<file path="src/hdl/ftb_ram.sv">
`timescale 1ns / 1ps
`default_nettype none

module ftb_ram #(
   parameter int WIDTH = 8,
   parameter int DEPTH = 256
) (
   input  wire logic                     clock,
   input  wire logic                     wr_en,
   input  wire logic [$clog2(DEPTH)-1:0] wr_addr,
   input  wire logic [WIDTH-1:0]         wr_data,
   input  wire logic                     rd_en,
   input  wire logic [$clog2(DEPTH)-1:0] rd_addr,
   output logic      [WIDTH-1:0]         rd_data
);

   logic [WIDTH-1:0] mem [DEPTH];

   always_ff @(posedge clock) begin
      if (wr_en) begin
         mem[wr_addr] <= wr_data;
      end
      if (rd_en) begin
         rd_data <= mem[rd_addr];
      end
   end

endmodule

`default_nettype wire

</file>
<file path="config.mk">
export PLATFORM = sky130hd
export DESIGN_NAME = ftb_ram
export DESIGN_NICKNAME = d
export VERILOG_FILES = /design/src/hdl/ftb_ram.sv
export SDC_FILE = /design/constraint.sdc
export NUM_CORES = 2
export LEC_CHECK = 0
export BUFFER_PORTS_ARGS = -buffer_cell sky130_fd_sc_hd__buf_2
export CAP_MARGIN = 25
export CORE_ASPECT_RATIO = 1.5
export CORE_MARGIN = 2
export CORE_UTILIZATION = 55
export CTS_BUF_LIST = sky130_fd_sc_hd__clkbuf_4
export DETAILED_ROUTE_END_ITERATION = 16
export PLACE_DENSITY = 0.8
export SLEW_MARGIN = 30
export SYNTH_ARGS = -nofsm -noshare
export SYNTH_HDL_FRONTEND = slang
export SYNTH_SLANG_ARGS = --single-unit
</file>
<file path="constraint.sdc">
create_clock -name clock -period 6.1 [get_ports clock]
set_input_delay 0.61 -clock clock [delete_from_list [all_inputs] [get_ports clock]]
set_output_delay 0.61 -clock clock [all_outputs]
set_load 0.02 [all_outputs]
</file>
## Yosys cells after proc, flatten, opt, wreduce, memory -nomap -nowiden

Memories as Yosys holds them, arrays and structs flattened. A register that Yosys moved wholly into a read port is not among the register bits.
Index checks and enable logic that the tools add are counted.

- Bits in writable memories: 2048
- Bits of input ports: 27
- Memories kept: 1
- Register bits: 0
- Word-level logic and storage cells: 3
- Output and inout port bits: 8

Memories:

| memory | words | bits a word | read ports | clocked after memory_dff | wr ports | line | text |
|---|---|---|---|---|---|---|---|
| mem | 256 | 8 | 1 | 1 | 1 | 17 | `logic [WIDTH-1:0] mem [DEPTH];` |

- Muxes and demuxes: 2

Operators by type and width:

| cell | number |
|---|---|
| $mux W1 | 2 |

## Depth between registers and ports, before layout

- Word-level depth: 2
- Gate-level depth with buffers: 11
- Mapped depth without buffers: 6

## Worst setup path before layout

Ideal clock, no wire load.

- Path type: input -> register
- Start: input rd_addr[0]
- End: register rd_data[2] (read register of mem) (data pin)
- Required time: 5831 ps
- Cell stages on the path: 9
- Library setup time: 269 ps
- Data arrival time: 2417 ps
- Setup slack: 3414 ps
- Cells stage by stage: buf_6 buf_12 buf_8 buf_2 mux4_2 a22oi_1 a21oi_1 nor4_1 nor4_2

RTL lines:

| element | line | text |
|---|---|---|
| start, declared | 13 | `input wire logic [$clog2(DEPTH)-1:0] rd_addr,` |
| end, declared | 14 | `output logic [WIDTH-1:0] rd_data` |

==> impl_metrics.env <==
export IMPL_synth_edff_count=2056
export IMPL_n_fill_cell=9594
export IMPL_max_slew_worst_pin_slew_ns=1.249
export IMPL_clock_root_buffer="clkbuf_4"
export IMPL_wl_mm=194.3
export IMPL_yosys_most_used_dff="edfxtp_1"
export IMPL_die_x_um=314.7
export IMPL_end_kind="register"
export IMPL_synth_warnings=0
export IMPL_mostFrequentLayoutCell="edfxtp_1"
export IMPL_drive_gt1_share_pct=28.53
export IMPL_overflow=0
export IMPL_cts_buffers=435
export IMPL_tns_ns=0
export IMPL_seq_area_mm2=0.06174
export IMPL_setup_viol=0
export IMPL_die_height_um=470.0
export IMPL_max_slew_margin_pct=15.97
export IMPL_hold_path_end="mem[174][7]"
export IMPL_final_cell_area_mm2=0.08729
export IMPL_min_path_cells=3
export IMPL_hold_class="in -> reg"
export IMPL_grt_pass1_vias=42230
export IMPL_wl_per_cell_um=30.85
export IMPL_hold_viol=0
export IMPL_slew_violations=0
export IMPL_layout_min_cycle_time_ns=3.194
export IMPL_grt_pass1_wl_mm=280.2
export IMPL_pin_count=35
export IMPL_crit_type="in -> reg"
export IMPL_leakage_nw=27.17
export IMPL_grt_usage_pct=26.29
export IMPL_antenna_found_initial=15
export IMPL_finalClockSkew_ns=0.1202
export IMPL_syn_nets=3760
export IMPL_placed_cell_area_mm2=0.08186
export IMPL_power_density_mw_per_mm2=304.8
export IMPL_r2r_end="rd_data[5]"
export IMPL_die_area_mm2=0.1479
export IMPL_cts_resized=0
export IMPL_drt_iter0_drc=5326
export IMPL_dp_hpwl_mm=121.5
export IMPL_synth_top_area_share_pct=77.53
export IMPL_syn_to_final_growth_pct=9.609
export IMPL_run_status="finished clean"
export IMPL_rows=171
export IMPL_num_vias=41140
export IMPL_synth_area_leaders="edfxtp_1 78%, mux4_2 13%, mux2i_1 1.7%"
export IMPL_multiInputGateArea_mm2=0.01655
export IMPL_yosysTopAreaCell="edfxtp_1"
export IMPL_place_congestion=0.8917
export IMPL_clockBufferDepth=4
export IMPL_via_per_inst=6.533
export IMPL_dr_pass1_iters=7
export IMPL_fin_total_pwr_mw=26.61
export IMPL_rsz0062_at_grt="false"
export IMPL_clkTransAtPathRegs_ns=0.08
export IMPL_synth_cells=3733
export IMPL_ys_ff_latch=2056
export IMPL_ys_types=54
export IMPL_async_flop_share_pct=0
export IMPL_r2r_start="mem[181][5]"
export IMPL_cts_tree="done"
export IMPL_ir_drop_v=0.0002353
export IMPL_final_cell_mix="2056 x edfxtp_1, 599 x clkbuf_4, 454 x mux4_2"
export IMPL_worstSetupStartpointType="input pin"
export IMPL_hold_start="wr_addr[3]"
export IMPL_fmax_mhz=313.1
export IMPL_clkSinkCount=2056
export IMPL_ant_nets=0
export IMPL_cap_violations=0
export IMPL_yosysSeqAreaShare_pct=77.53
export IMPL_cp_max_fo=48
export IMPL_crit_arrival_ns=4.21
export IMPL_r2r_cells=5
export IMPL_place_port_buffers=34
export IMPL_post_route_period_util_pct=52.37
export IMPL_clock_latency_ns=1.36
export IMPL_htree_levels=5
export IMPL_initial_core_util_pct=55.22
export IMPL_grt_start_max_net_pins=219
export IMPL_netlist_area_mm2=0.07964
export IMPL_drc=0
export IMPL_r2r_slack_ns=3.19
export IMPL_post_cts_buffers=0
export IMPL_crit_required_ns=7.12
export IMPL_nets=4111
export IMPL_syn_area_per_cell_um2=21.33
export IMPL_coreArea_mm2=0.1442
registers in the layout (all words and copies together) (netlist names):
| register | flops |
|---|---|
| rd_data | 8 |
| mem | 2048 |
area by class of cell:
cell class	instances	share of cell area (%)
antenna	7	0.02007
clock buffer	599	5.152
clock inverter	142	0.6981
inverter	2	0.008600
multi-input combinational	1442	18.96
sequential	2056	70.73
tap	1903	2.728
timing repair buffer	147	1.709
logic make-up after synthesis:
group	synth area share (%)
buffers and inverters	1.829
AND/OR/NAND/NOR	2.625
AO/OA/AOI/OAI	3.416
flip-flops	77.53
multiplexers	14.60
cells in the mapped netlist (all sizes together) (6+ instances only):
library cell / number
nor2: 282
edfxtp: 2056
a21oi: 96
mux4: 456
nand2: 33
clkbuf: 111
a22o: 8
o21ai: 12
nand4: 10
o211ai: 10
nand3: 34
and2: 6
a221oi: 14
nand2b: 8
a211oi: 16
o22ai: 28
nor4: 27
mux2i: 134
o221ai: 47
a22oi: 133
nor3: 22
nor2b: 31
buf: 122
through the flow:
| stage | std cells | setup WS [ns] | util (%) | hold slack, ns |
|---|---|---|---|---|
| after floorplan | 3733 | 3.414 | - | 0.7089 |
| after global placement | 5522 | 1.048 | 56.66 | 1.039 |
| after detailed placement | 5530 | 1.721 | 56.76 | 1.011 |
| after CTS | 6284 | 3.131 | 60.39 | 0.03051 |
| after global routing | 6292 | 2.950 | 60.52 | 0.07785 |
| final | 6298 | 2.906 | 60.53 | 0.1478 |
power by group:
| part | switching (mW) | internal (mW) | leakage, nW |
|---|---|---|---|
| sequential | 0.0246 | 15.6 | 18.5 |
| clock | 5.03 | 4.58 | 3.06 |
| combinational | 0.928 | 0.479 | 5.63 |
how the worst max path moves through the flow:
stage / startpoint / end / slack (ns) / cells after the start
final: rd_addr[0] / rd_data[5] / 2.91 / 8
after global routing: rd_addr[0] / rd_data[5] / 2.95 / 8
after CTS: rd_addr[0] / rd_data[0] / 3.13 / 8
after detailed placement: rd_addr[0] / rd_data[0] / 1.72 / 8
after global placement: rd_addr[0] / rd_data[7] / 1.05 / 7
after floorplan: rd_addr[0] / rd_data[2] / 3.41 / 9
worst max-delay path, cell delays in order:
cell	delay, ns
buf_8	0.48
buf_4	0.51
buf_4	0.34
mux4_2	0.60
a22oi_1	0.27
a21oi_1	0.19
nor4_1	1.05
nor4_1	0.10
layer usage:
metal  vias up  routed length, um  GRT usage, %
met1     20920              61400         31.13
li1      16650                  -             -
met5         -                100             0
met3       617              20200         5.568
met4        18              13760         17.33
met2      2937              98850         43.55
timing repair:
item,4_1_cts,5_1_grt
endpoints found under the setup margin,0,0
endpoints found under the hold margin,449,77
hold buffers,13,1
(Power assumes the default switching activity.)
