[src/hdl/ftb_pkg.sv]
`timescale 1ns / 1ps
`default_nettype none

package ftb_pkg;

   localparam int NUM_VIEWS  = 16;
   localparam int MAX_POINTS = 4096;
   localparam int MAX_TRACKS = 16384;

   localparam int VIEW_W  = $clog2(NUM_VIEWS);
   localparam int POINT_W = $clog2(MAX_POINTS);
   localparam int KEY_W   = VIEW_W + POINT_W;
   localparam int KEYS    = NUM_VIEWS * MAX_POINTS;
   localparam int TRACK_W = $clog2(MAX_TRACKS);
   // keypoint table entry: 0 = unassigned, else track id + 1
   localparam int ENTRY_W = TRACK_W + 1;
   localparam int COUNT_W = TRACK_W + 1;

   localparam logic [12:0] MIN_MATCHES_RESET = 13'd8;

   localparam logic [2:0] STATUS_SKIPPED   = 3'd0;
   localparam logic [2:0] STATUS_NEW       = 3'd1;
   localparam logic [2:0] STATUS_APPENDED  = 3'd2;
   localparam logic [2:0] STATUS_NO_CHANGE = 3'd3;
   localparam logic [2:0] STATUS_FULL      = 3'd4;

   typedef struct packed {
      logic [3:0]         image_a;
      logic [11:0]        point_a;
      logic signed [15:0] x_a;
      logic signed [15:0] y_a;
      logic [3:0]         image_b;
      logic [11:0]        point_b;
      logic signed [15:0] x_b;
      logic signed [15:0] y_b;
      logic [12:0]        pair_match_count;
   } req_type;

   typedef struct packed {
      logic [2:0]         status;
      logic [13:0]        track_id;
      logic [3:0]         member_image;
      logic [11:0]        member_point;
      logic signed [15:0] member_x;
      logic signed [15:0] member_y;
      logic               last;
   } rsp_type;

   typedef struct packed {
      logic               wr_en;
      logic [KEY_W-1:0]   wr_addr;
      logic [ENTRY_W-1:0] wr_data;
      logic               rd_en;
      logic [KEY_W-1:0]   rd_addr;
   } kp_port_type;

   typedef struct packed {
      logic                 wr_en;
      logic [TRACK_W-1:0]   wr_addr;
      logic [NUM_VIEWS-1:0] wr_data;
      logic                 rd_en;
      logic [TRACK_W-1:0]   rd_addr;
   } vw_port_type;

endpackage

`default_nettype wire

[src/hdl/ftb_engine.sv]
`timescale 1ns / 1ps
`default_nettype none

module ftb_engine (
   input  wire logic                          clock,
   input  wire logic                          reset,
   input  wire logic [12:0]                   min_matches,
   input  wire logic                          req_valid,
   output logic                               req_stall,
   input  wire ftb_pkg::req_type              req_payload,
   output logic                               rsp_valid,
   input  wire logic                          rsp_stall,
   output ftb_pkg::rsp_type                   rsp_payload,
   output ftb_pkg::kp_port_type               kp_port,
   input  wire logic [ftb_pkg::ENTRY_W-1:0]   kp_rd_data,
   output ftb_pkg::vw_port_type               vw_port,
   input  wire logic [ftb_pkg::NUM_VIEWS-1:0] vw_rd_data
);

   import ftb_pkg::*;

   localparam logic [2:0] S_CLEAR  = 3'd0;
   localparam logic [2:0] S_IDLE   = 3'd1;
   localparam logic [2:0] S_RD_B   = 3'd2;
   localparam logic [2:0] S_DECIDE = 3'd3;
   localparam logic [2:0] S_WR_B   = 3'd4;
   localparam logic [2:0] S_VIEWS  = 3'd5;
   localparam logic [2:0] S_EMIT2  = 3'd6;
   localparam logic [2:0] S_EMIT1  = 3'd7;

   logic [2:0]         state_ff, state_in;
   logic [KEY_W-1:0]   clr_ff, clr_in;
   logic [COUNT_W-1:0] count_ff, count_in;
   req_type            item_ff, item_in;
   logic [ENTRY_W-1:0] ta_ff, ta_in;
   logic               selb_ff, selb_in;
   logic [TRACK_W-1:0] tid_ff, tid_in;
   rsp_type            res0_ff, res0_in;
   rsp_type            res1_ff, res1_in;
   logic               rsp_valid_ff, rsp_valid_in;
   rsp_type            rsp_data_ff, rsp_data_in;
   logic               rsp_load;
   logic               slot_free;

   function automatic logic [KEY_W-1:0] key_of(logic [3:0] img, logic [11:0] pt);
      return {VIEW_W'(img), POINT_W'(pt)};
   endfunction

   function automatic rsp_type make_rsp(logic [2:0] status, logic [TRACK_W-1:0] tid,
                                        logic [3:0] img, logic [11:0] pt,
                                        logic [15:0] x, logic [15:0] y, logic last);
      rsp_type r;
      r.status       = status;
      r.track_id     = 14'(tid);
      r.member_image = img;
      r.member_point = pt;
      r.member_x     = x;
      r.member_y     = y;
      r.last         = last;
      return r;
   endfunction

   assign slot_free = !rsp_valid_ff || !rsp_stall;

   always_comb begin
      logic               skip;
      logic [ENTRY_W-1:0] tb;
      logic [ENTRY_W-1:0] t_ent;
      logic [ENTRY_W-1:0] tid_ent;
      logic [3:0]         img;
      logic [11:0]        pt;
      logic [15:0]        mx;
      logic [15:0]        my;
      logic [NUM_VIEWS-1:0] bit_sel;

      state_in = state_ff;
      clr_in   = clr_ff;
      count_in = count_ff;
      item_in  = item_ff;
      ta_in    = ta_ff;
      selb_in  = selb_ff;
      tid_in   = tid_ff;
      res0_in  = res0_ff;
      res1_in  = res1_ff;
      kp_port  = '0;
      vw_port  = '0;
      rsp_load = 1'b0;
      req_stall = 1'b1;

      skip = (req_payload.pair_match_count <= min_matches) ||
             (int'(req_payload.image_a) >= NUM_VIEWS) ||
             (int'(req_payload.image_b) >= NUM_VIEWS) ||
             (int'(req_payload.point_a) >= MAX_POINTS) ||
             (int'(req_payload.point_b) >= MAX_POINTS);
      tb      = kp_rd_data;
      t_ent   = ((ta_ff != '0) ? ta_ff : tb) - ENTRY_W'(1);
      tid_ent = ENTRY_W'(tid_ff) + ENTRY_W'(1);
      img     = selb_ff ? item_ff.image_b : item_ff.image_a;
      pt      = selb_ff ? item_ff.point_b : item_ff.point_a;
      mx      = selb_ff ? item_ff.x_b : item_ff.x_a;
      my      = selb_ff ? item_ff.y_b : item_ff.y_a;
      bit_sel = NUM_VIEWS'(1) << img;

      unique case (state_ff)
         S_CLEAR: begin
            kp_port.wr_en   = 1'b1;
            kp_port.wr_addr = clr_ff;
            kp_port.wr_data = '0;
            clr_in = clr_ff + KEY_W'(1);
            if (clr_ff == KEY_W'(KEYS - 1)) begin
               state_in = S_IDLE;
            end
         end
         S_IDLE: begin
            req_stall = 1'b0;
            if (req_valid) begin
               item_in = req_payload;
               if (skip) begin
                  res0_in  = make_rsp(STATUS_SKIPPED, '0, '0, '0, '0, '0, 1'b1);
                  state_in = S_EMIT1;
               end else begin
                  kp_port.rd_en   = 1'b1;
                  kp_port.rd_addr = key_of(req_payload.image_a, req_payload.point_a);
                  state_in = S_RD_B;
               end
            end
         end
         S_RD_B: begin
            kp_port.rd_en   = 1'b1;
            kp_port.rd_addr = key_of(item_ff.image_b, item_ff.point_b);
            ta_in    = kp_rd_data;
            state_in = S_DECIDE;
         end
         S_DECIDE: begin
            priority if (ta_ff == '0 && tb == '0) begin
               if (count_ff == COUNT_W'(MAX_TRACKS)) begin
                  res0_in  = make_rsp(STATUS_FULL, '0, '0, '0, '0, '0, 1'b1);
                  state_in = S_EMIT1;
               end else begin
                  tid_in          = count_ff[TRACK_W-1:0];
                  vw_port.wr_en   = 1'b1;
                  vw_port.wr_addr = count_ff[TRACK_W-1:0];
                  vw_port.wr_data = (NUM_VIEWS'(1) << item_ff.image_a) |
                                    (NUM_VIEWS'(1) << item_ff.image_b);
                  kp_port.wr_en   = 1'b1;
                  kp_port.wr_addr = key_of(item_ff.image_a, item_ff.point_a);
                  kp_port.wr_data = ENTRY_W'(count_ff + COUNT_W'(1));
                  count_in = count_ff + COUNT_W'(1);
                  res0_in  = make_rsp(STATUS_NEW, count_ff[TRACK_W-1:0], item_ff.image_a,
                                      item_ff.point_a, item_ff.x_a, item_ff.y_a, 1'b0);
                  res1_in  = make_rsp(STATUS_NEW, count_ff[TRACK_W-1:0], item_ff.image_b,
                                      item_ff.point_b, item_ff.x_b, item_ff.y_b, 1'b1);
                  state_in = S_WR_B;
               end
            end else if (ta_ff != '0 && tb != '0) begin
               res0_in  = make_rsp(STATUS_NO_CHANGE, t_ent[TRACK_W-1:0],
                                   '0, '0, '0, '0, 1'b1);
               state_in = S_EMIT1;
            end else begin
               // one side is tracked: fetch that track's image mask
               selb_in         = (ta_ff != '0);
               tid_in          = t_ent[TRACK_W-1:0];
               vw_port.rd_en   = 1'b1;
               vw_port.rd_addr = t_ent[TRACK_W-1:0];
               state_in = S_VIEWS;
            end
         end
         S_WR_B: begin
            kp_port.wr_en   = 1'b1;
            kp_port.wr_addr = key_of(item_ff.image_b, item_ff.point_b);
            kp_port.wr_data = tid_ent;
            state_in = S_EMIT2;
         end
         S_VIEWS: begin
            if ((vw_rd_data & bit_sel) != '0) begin
               res0_in = make_rsp(STATUS_NO_CHANGE, tid_ff, '0, '0, '0, '0, 1'b1);
            end else begin
               vw_port.wr_en   = 1'b1;
               vw_port.wr_addr = tid_ff;
               vw_port.wr_data = vw_rd_data | bit_sel;
               kp_port.wr_en   = 1'b1;
               kp_port.wr_addr = key_of(img, pt);
               kp_port.wr_data = tid_ent;
               res0_in = make_rsp(STATUS_APPENDED, tid_ff, img, pt, mx, my, 1'b1);
            end
            state_in = S_EMIT1;
         end
         S_EMIT2: begin
            if (slot_free) begin
               rsp_load = 1'b1;
               res0_in  = res1_ff;
               state_in = S_EMIT1;
            end
         end
         S_EMIT1: begin
            if (slot_free) begin
               rsp_load = 1'b1;
               state_in = S_IDLE;
            end
         end
         default: begin
            state_in = S_IDLE;
         end
      endcase
   end

   assign rsp_valid_in = rsp_load || (rsp_valid_ff && rsp_stall);
   assign rsp_data_in  = rsp_load ? res0_ff : rsp_data_ff;

   always_ff @(posedge clock) begin
      if (reset) begin
         state_ff     <= S_CLEAR;
         clr_ff       <= '0;
         count_ff     <= '0;
         rsp_valid_ff <= 1'b0;
      end else begin
         state_ff     <= state_in;
         clr_ff       <= clr_in;
         count_ff     <= count_in;
         rsp_valid_ff <= rsp_valid_in;
      end
   end

   always_ff @(posedge clock) begin
      item_ff     <= item_in;
      ta_ff       <= ta_in;
      selb_ff     <= selb_in;
      tid_ff      <= tid_in;
      res0_ff     <= res0_in;
      res1_ff     <= res1_in;
      rsp_data_ff <= rsp_data_in;
   end

   assign rsp_valid   = rsp_valid_ff;
   assign rsp_payload = rsp_data_ff;

   a_count_bound: assert property (@(posedge clock) disable iff (reset)
      count_ff <= COUNT_W'(MAX_TRACKS))
      else $error("track count beyond store size");

   a_count_step: assert property (@(posedge clock) disable iff (reset)
      (!$past(reset) && !$stable(count_ff)) |->
         (count_ff == $past(count_ff) + COUNT_W'(1) && $past(state_ff) == S_DECIDE))
      else $error("track count moved outside allocation");

   a_new_pair: assert property (@(posedge clock) disable iff (reset)
      (rsp_load && res0_ff.status == STATUS_NEW && !res0_ff.last) |=>
         (state_ff == S_EMIT1 && res0_ff.status == STATUS_NEW && res0_ff.last))
      else $error("new track first member not followed by second");

endmodule

`default_nettype wire

[config.mk]
export PLATFORM = sky130hd
export DESIGN_NAME = ftb_engine
export DESIGN_NICKNAME = d
export VERILOG_FILES = /design/src/hdl/ftb_pkg.sv /design/src/hdl/ftb_engine.sv
export SDC_FILE = /design/constraint.sdc
export NUM_CORES = 1
export LEC_CHECK = 0
export ABC_AREA = 1
export BUFFER_PORTS_ARGS = -buffer_cell sky130_fd_sc_hd__buf_4
export CORE_ASPECT_RATIO = 2
export CORE_UTILIZATION = 42
export DETAILED_ROUTE_END_ITERATION = 16
export RECOVER_POWER = 100
export SETUP_SLACK_MARGIN = 0.05
export SLEW_MARGIN = 20
export SYNTH_ARGS = -nofsm -noshare
export SYNTH_HDL_FRONTEND = slang
export SYNTH_SLANG_ARGS = --single-unit
[constraint.sdc]
create_clock -name clock -period 25.7 [get_ports clock]
set_input_delay 5.14 -clock clock [delete_from_list [all_inputs] [get_ports clock]]
set_output_delay 5.14 -clock clock [all_outputs]
set_load 0.05 [all_outputs]
Yosys cells after proc, flatten, opt, wreduce, memory -nomap -nowiden. Index checks and enable logic that the tools add are counted.

Shift operators: 3. Bitwise logic cells: 6. Equality and inequality tests: 17. Multiplexer cells: 42. Add/subtract/negate cells: 4. Reductions and logical operators: 21. $lt $le $gt $ge: 1.

Operators by type and width (number): $mux 66 (6); $pmux 66 s4 (1); $pmux 32 s4 (1); $mux 32 (3); $mux 31 (3); $mux 64 (1); $pmux 31 s2 (1); $mux 14 (4); $shl 1x4->16 const A (3); $mux 15 (3); $mux 17 (2); $pmux 17 s2 (1); $mux 16 (2); $or 16x16->16 (2); $logic_not 15->1 (2); $reduce_bool 15->1 (2); $pmux 3 s8 (1); $mux 3 (6); $add 16x1->16 const B (1); $and 16x16->16 (1); $eq 16x16->1 const B (1); $reduce_bool 16->1 (1); $add 14x1->15 const B (1); $add 15x1->15 const B (1); other kinds (23) (44).

Register bits: 355. Input bits: 157. Output and inout bits: 163. Word-level logic and storage cells: 128.

Logic depth before layout (Yosys ltp).
Depth in word-level cells: 6. Depth in mapped cells: 15. Gate-level depth less buffers: 13.

Least setup slack after synthesis. Ideal clock, no wire load.

Kind: input port to output port. Start: input req_valid. End: output kp_port[0] (netlist bit). Data required time: 20.560 ns. Stages: 4. Path buffers: 0. Slack: 9.175 ns. Data arrival time: 11.385 ns. Cell sequence: inv_1 -> nor2_1 -> nand3_1 -> o21ai_0.

RTL lines: start, declared (line ftb_engine.sv:8) `input wire logic req_valid,`; end, declared (line ftb_engine.sv:14) `output ftb_pkg::kp_port_type kp_port,`.

==> run metrics <==
status finished, violations left; failing checks max-capacitance violations, max-slew violations; post-synth top area cell edfxtp_1; Fmax 57.5 MHz; non-filler cells, final 2,469; root buffer cell clkbuf_16; Slew Limit Fails 486; net count after synthesis 1,792; width of the die 142 µm; Die Span Y 282 µm; Comb pwr share 0.027; WL/cell 21.0 µm; TritonCTS clock tree built; antenna violations before repair 2; share of cells above drive strength 1 0.123; Setup Buffers After CTS 0; Hold Slack 399 ps; post-synthesis instance area 16,500 µm²; clock period minus worst slack 17,400 ps; Net Sw Frac 0.205; Total Die Area 40,000 µm²; top_reg_cell synth edfxtp_1; vias 13,100; Cell Area, Placed 19,400 µm²; Nets 2,099; HP Class reg -> reg; cts hold-fix bufs 0; most frequent cell after synthesis nand2_1; Setup crit start kp_rd_data[5]; global router's overall resource usage 0.261; Post-Place Cells 2,405; Peak VDD IR 0.0554 mV; RSZ-0062 raised after global routing no; r2r startpoint ta_ff[7]; sequential power share 0.540; DR iter-0 viols 827; P_leak 7.35 nW; vias per cell 5.32; first-pass GRT wire length 76,800 µm; Worst Path Required 20,560 ps; Net Switching 0.237 mW; Post-synth EDFFs 320; largest net degree at the start of global routing 80; Clock power frac 0.433; Post-CTS Resized 0; CTS max path bufs 3; Num Clock Sinks 355; crit path max fanout 50; Slew headroom -1.78; max cap viols 13; DR DRC count 0; Clock transition at path regs 70 ps; yosys warns 0; num rows 102; setup ws final 8300 ps; setup TNS 0 ps; Mapped Cells 1,615; # setup viols final 0; synth cell count leaders 350 x nand2_1, 320 x edfxtp_1, 197 x nand3_1, 152 x inv_1, 136 x nor2_1; WL final 51,900 µm; share of flip-flops with an asynchronous set or reset 0; Worst Setup Start Kind input pin; Reg area 10,300 µm²; fin util 0.508; number of global-route vias before repair 13,200; number of H-tree levels 2; pwr dens 58.8 nW/µm²; Yosys top cell area share 0.584; Worst Setup Path Type in -> out; Place WS 11,340 ps; ranking of synthesized cells by area edfxtp_1 58%, nand2_1 8.0%, nand3_1 6.0%, dfxtp_1 4.3%, inv_1 3.5%; placeable core area 38,700 µm²; Yosys reg bits 355; # IOs 320; area occupied by multi-input gates 5220 µm²; clk_skew 23.9 ps; total power 1.15 mW; I/O Buffers 319; Critical Path Sink Type output port; Hold Vio Cnt, Final 0; distinct cell type count after synthesis 44; sequential fraction of the synthesis area 0.627; filler cell count 3,739; area delta synth->final 19.4%; Worst EP arrival 12,260 ps; Worst-Skew Late Latency 530 ps; total grt overflow 0; Final ANT Viol Nets 0; P_int 0.917 mW; gpl congestion 0.939; post-detail-place hpwl 37,500 µm; drt pass-1 iters 6; syn avg cell area 10.2 µm²; final instance area 19,600 µm²; Hold Crit Start res0_ff[23]; Initial Util 0.426; Tcrit/Tclk final 0.677; Num CTS Buffers 35; slew of the pin with the lowest slew margin 4170 ps
[layout by cell type (no fill, tap or decap), types with 55 or more instances in the layout]
master	count
a21oi_1	66
edfxtp_1	320
clkbuf_4	82
buf_4	55
clkbuf_1	202
nand2_1	351
o21ai_0	73
nand3_1	198
inv_1	152
nor2_1	135
[path summary, 6_finish.rpt]
kind | end | slack, ps | cells after the start
worst min register to register | rsp_payload[23] | 400 | 0
worst max register to register | res0_ff[52] | 17740 | 11
worst max-delay path | kp_port[28] | 8300 | 11
worst min-delay path | rsp_payload[23] | 400 | 0
[kinds of logic after synthesis]
group / synth area share
muxes: 0.0219
DFF: 0.627
xor gates and xnor gates: 0.00692
and+or+nand+nor: 0.206
buffers and inverters: 0.0544
AOI/OAI and AO/OA: 0.0694
adders and majority gates: 0.0152
[layout make-up]
cell class	count	area share
flip-flops and latches	355	0.525
multi-input cells	1037	0.266
repair buffers	334	0.0900
clock buffers	44	0.0495
well taps	520	0.0331
inverters	159	0.0304
clock inverters	18	0.00599
diodes	2	0.000255
[flip-flops by register name, summed over array words and instances, names as in the netlist]
signal / flops
selb_ff: 1
clr_ff: 16
count_ff: 15
state_ff: 3
tid_ff: 14
res0_ff: 66
res1_ff: 62
ta_ff: 15
item_ff: 96
rsp_payload: 66
rsp_valid: 1
[routing by layer]
metal | vias up | part of all wire | global-route usage
met2 | 512 | 0.53 | 0.490
met3 | 174 | 0.050 | 0.0391
met5 | - | 0 | 0
li1 | 6243 | - | -
met1 | 6212 | 0.34 | 0.255
met4 | 0 | 0.084 | 0.194
[power by group through the flow]
stage	Clock, mW	Sequential [mW]	Combinational [mW]
6_report	0.500	0.623	0.0311
5_1_grt	0.532	0.623	0.0339
4_1_cts	0.512	0.623	0.0349
3_5_place_dp	0	0.636	0.0348
3_3_place_gp	0	0.636	0.0340
2_1_floorplan	0	0.636	0.0105
[critical path: stages]
cell and delay [ps]:
clkbuf_1 100, nor4_1 350, nand4_1 190, inv_1 90
ha_1 490, nand3_1 1150, clkinvlp_2 1660, clkbuf_1 1920
nand3_1 320, nand3_1 300, clkbuf_1 490
(Power assumes the default switching activity.)
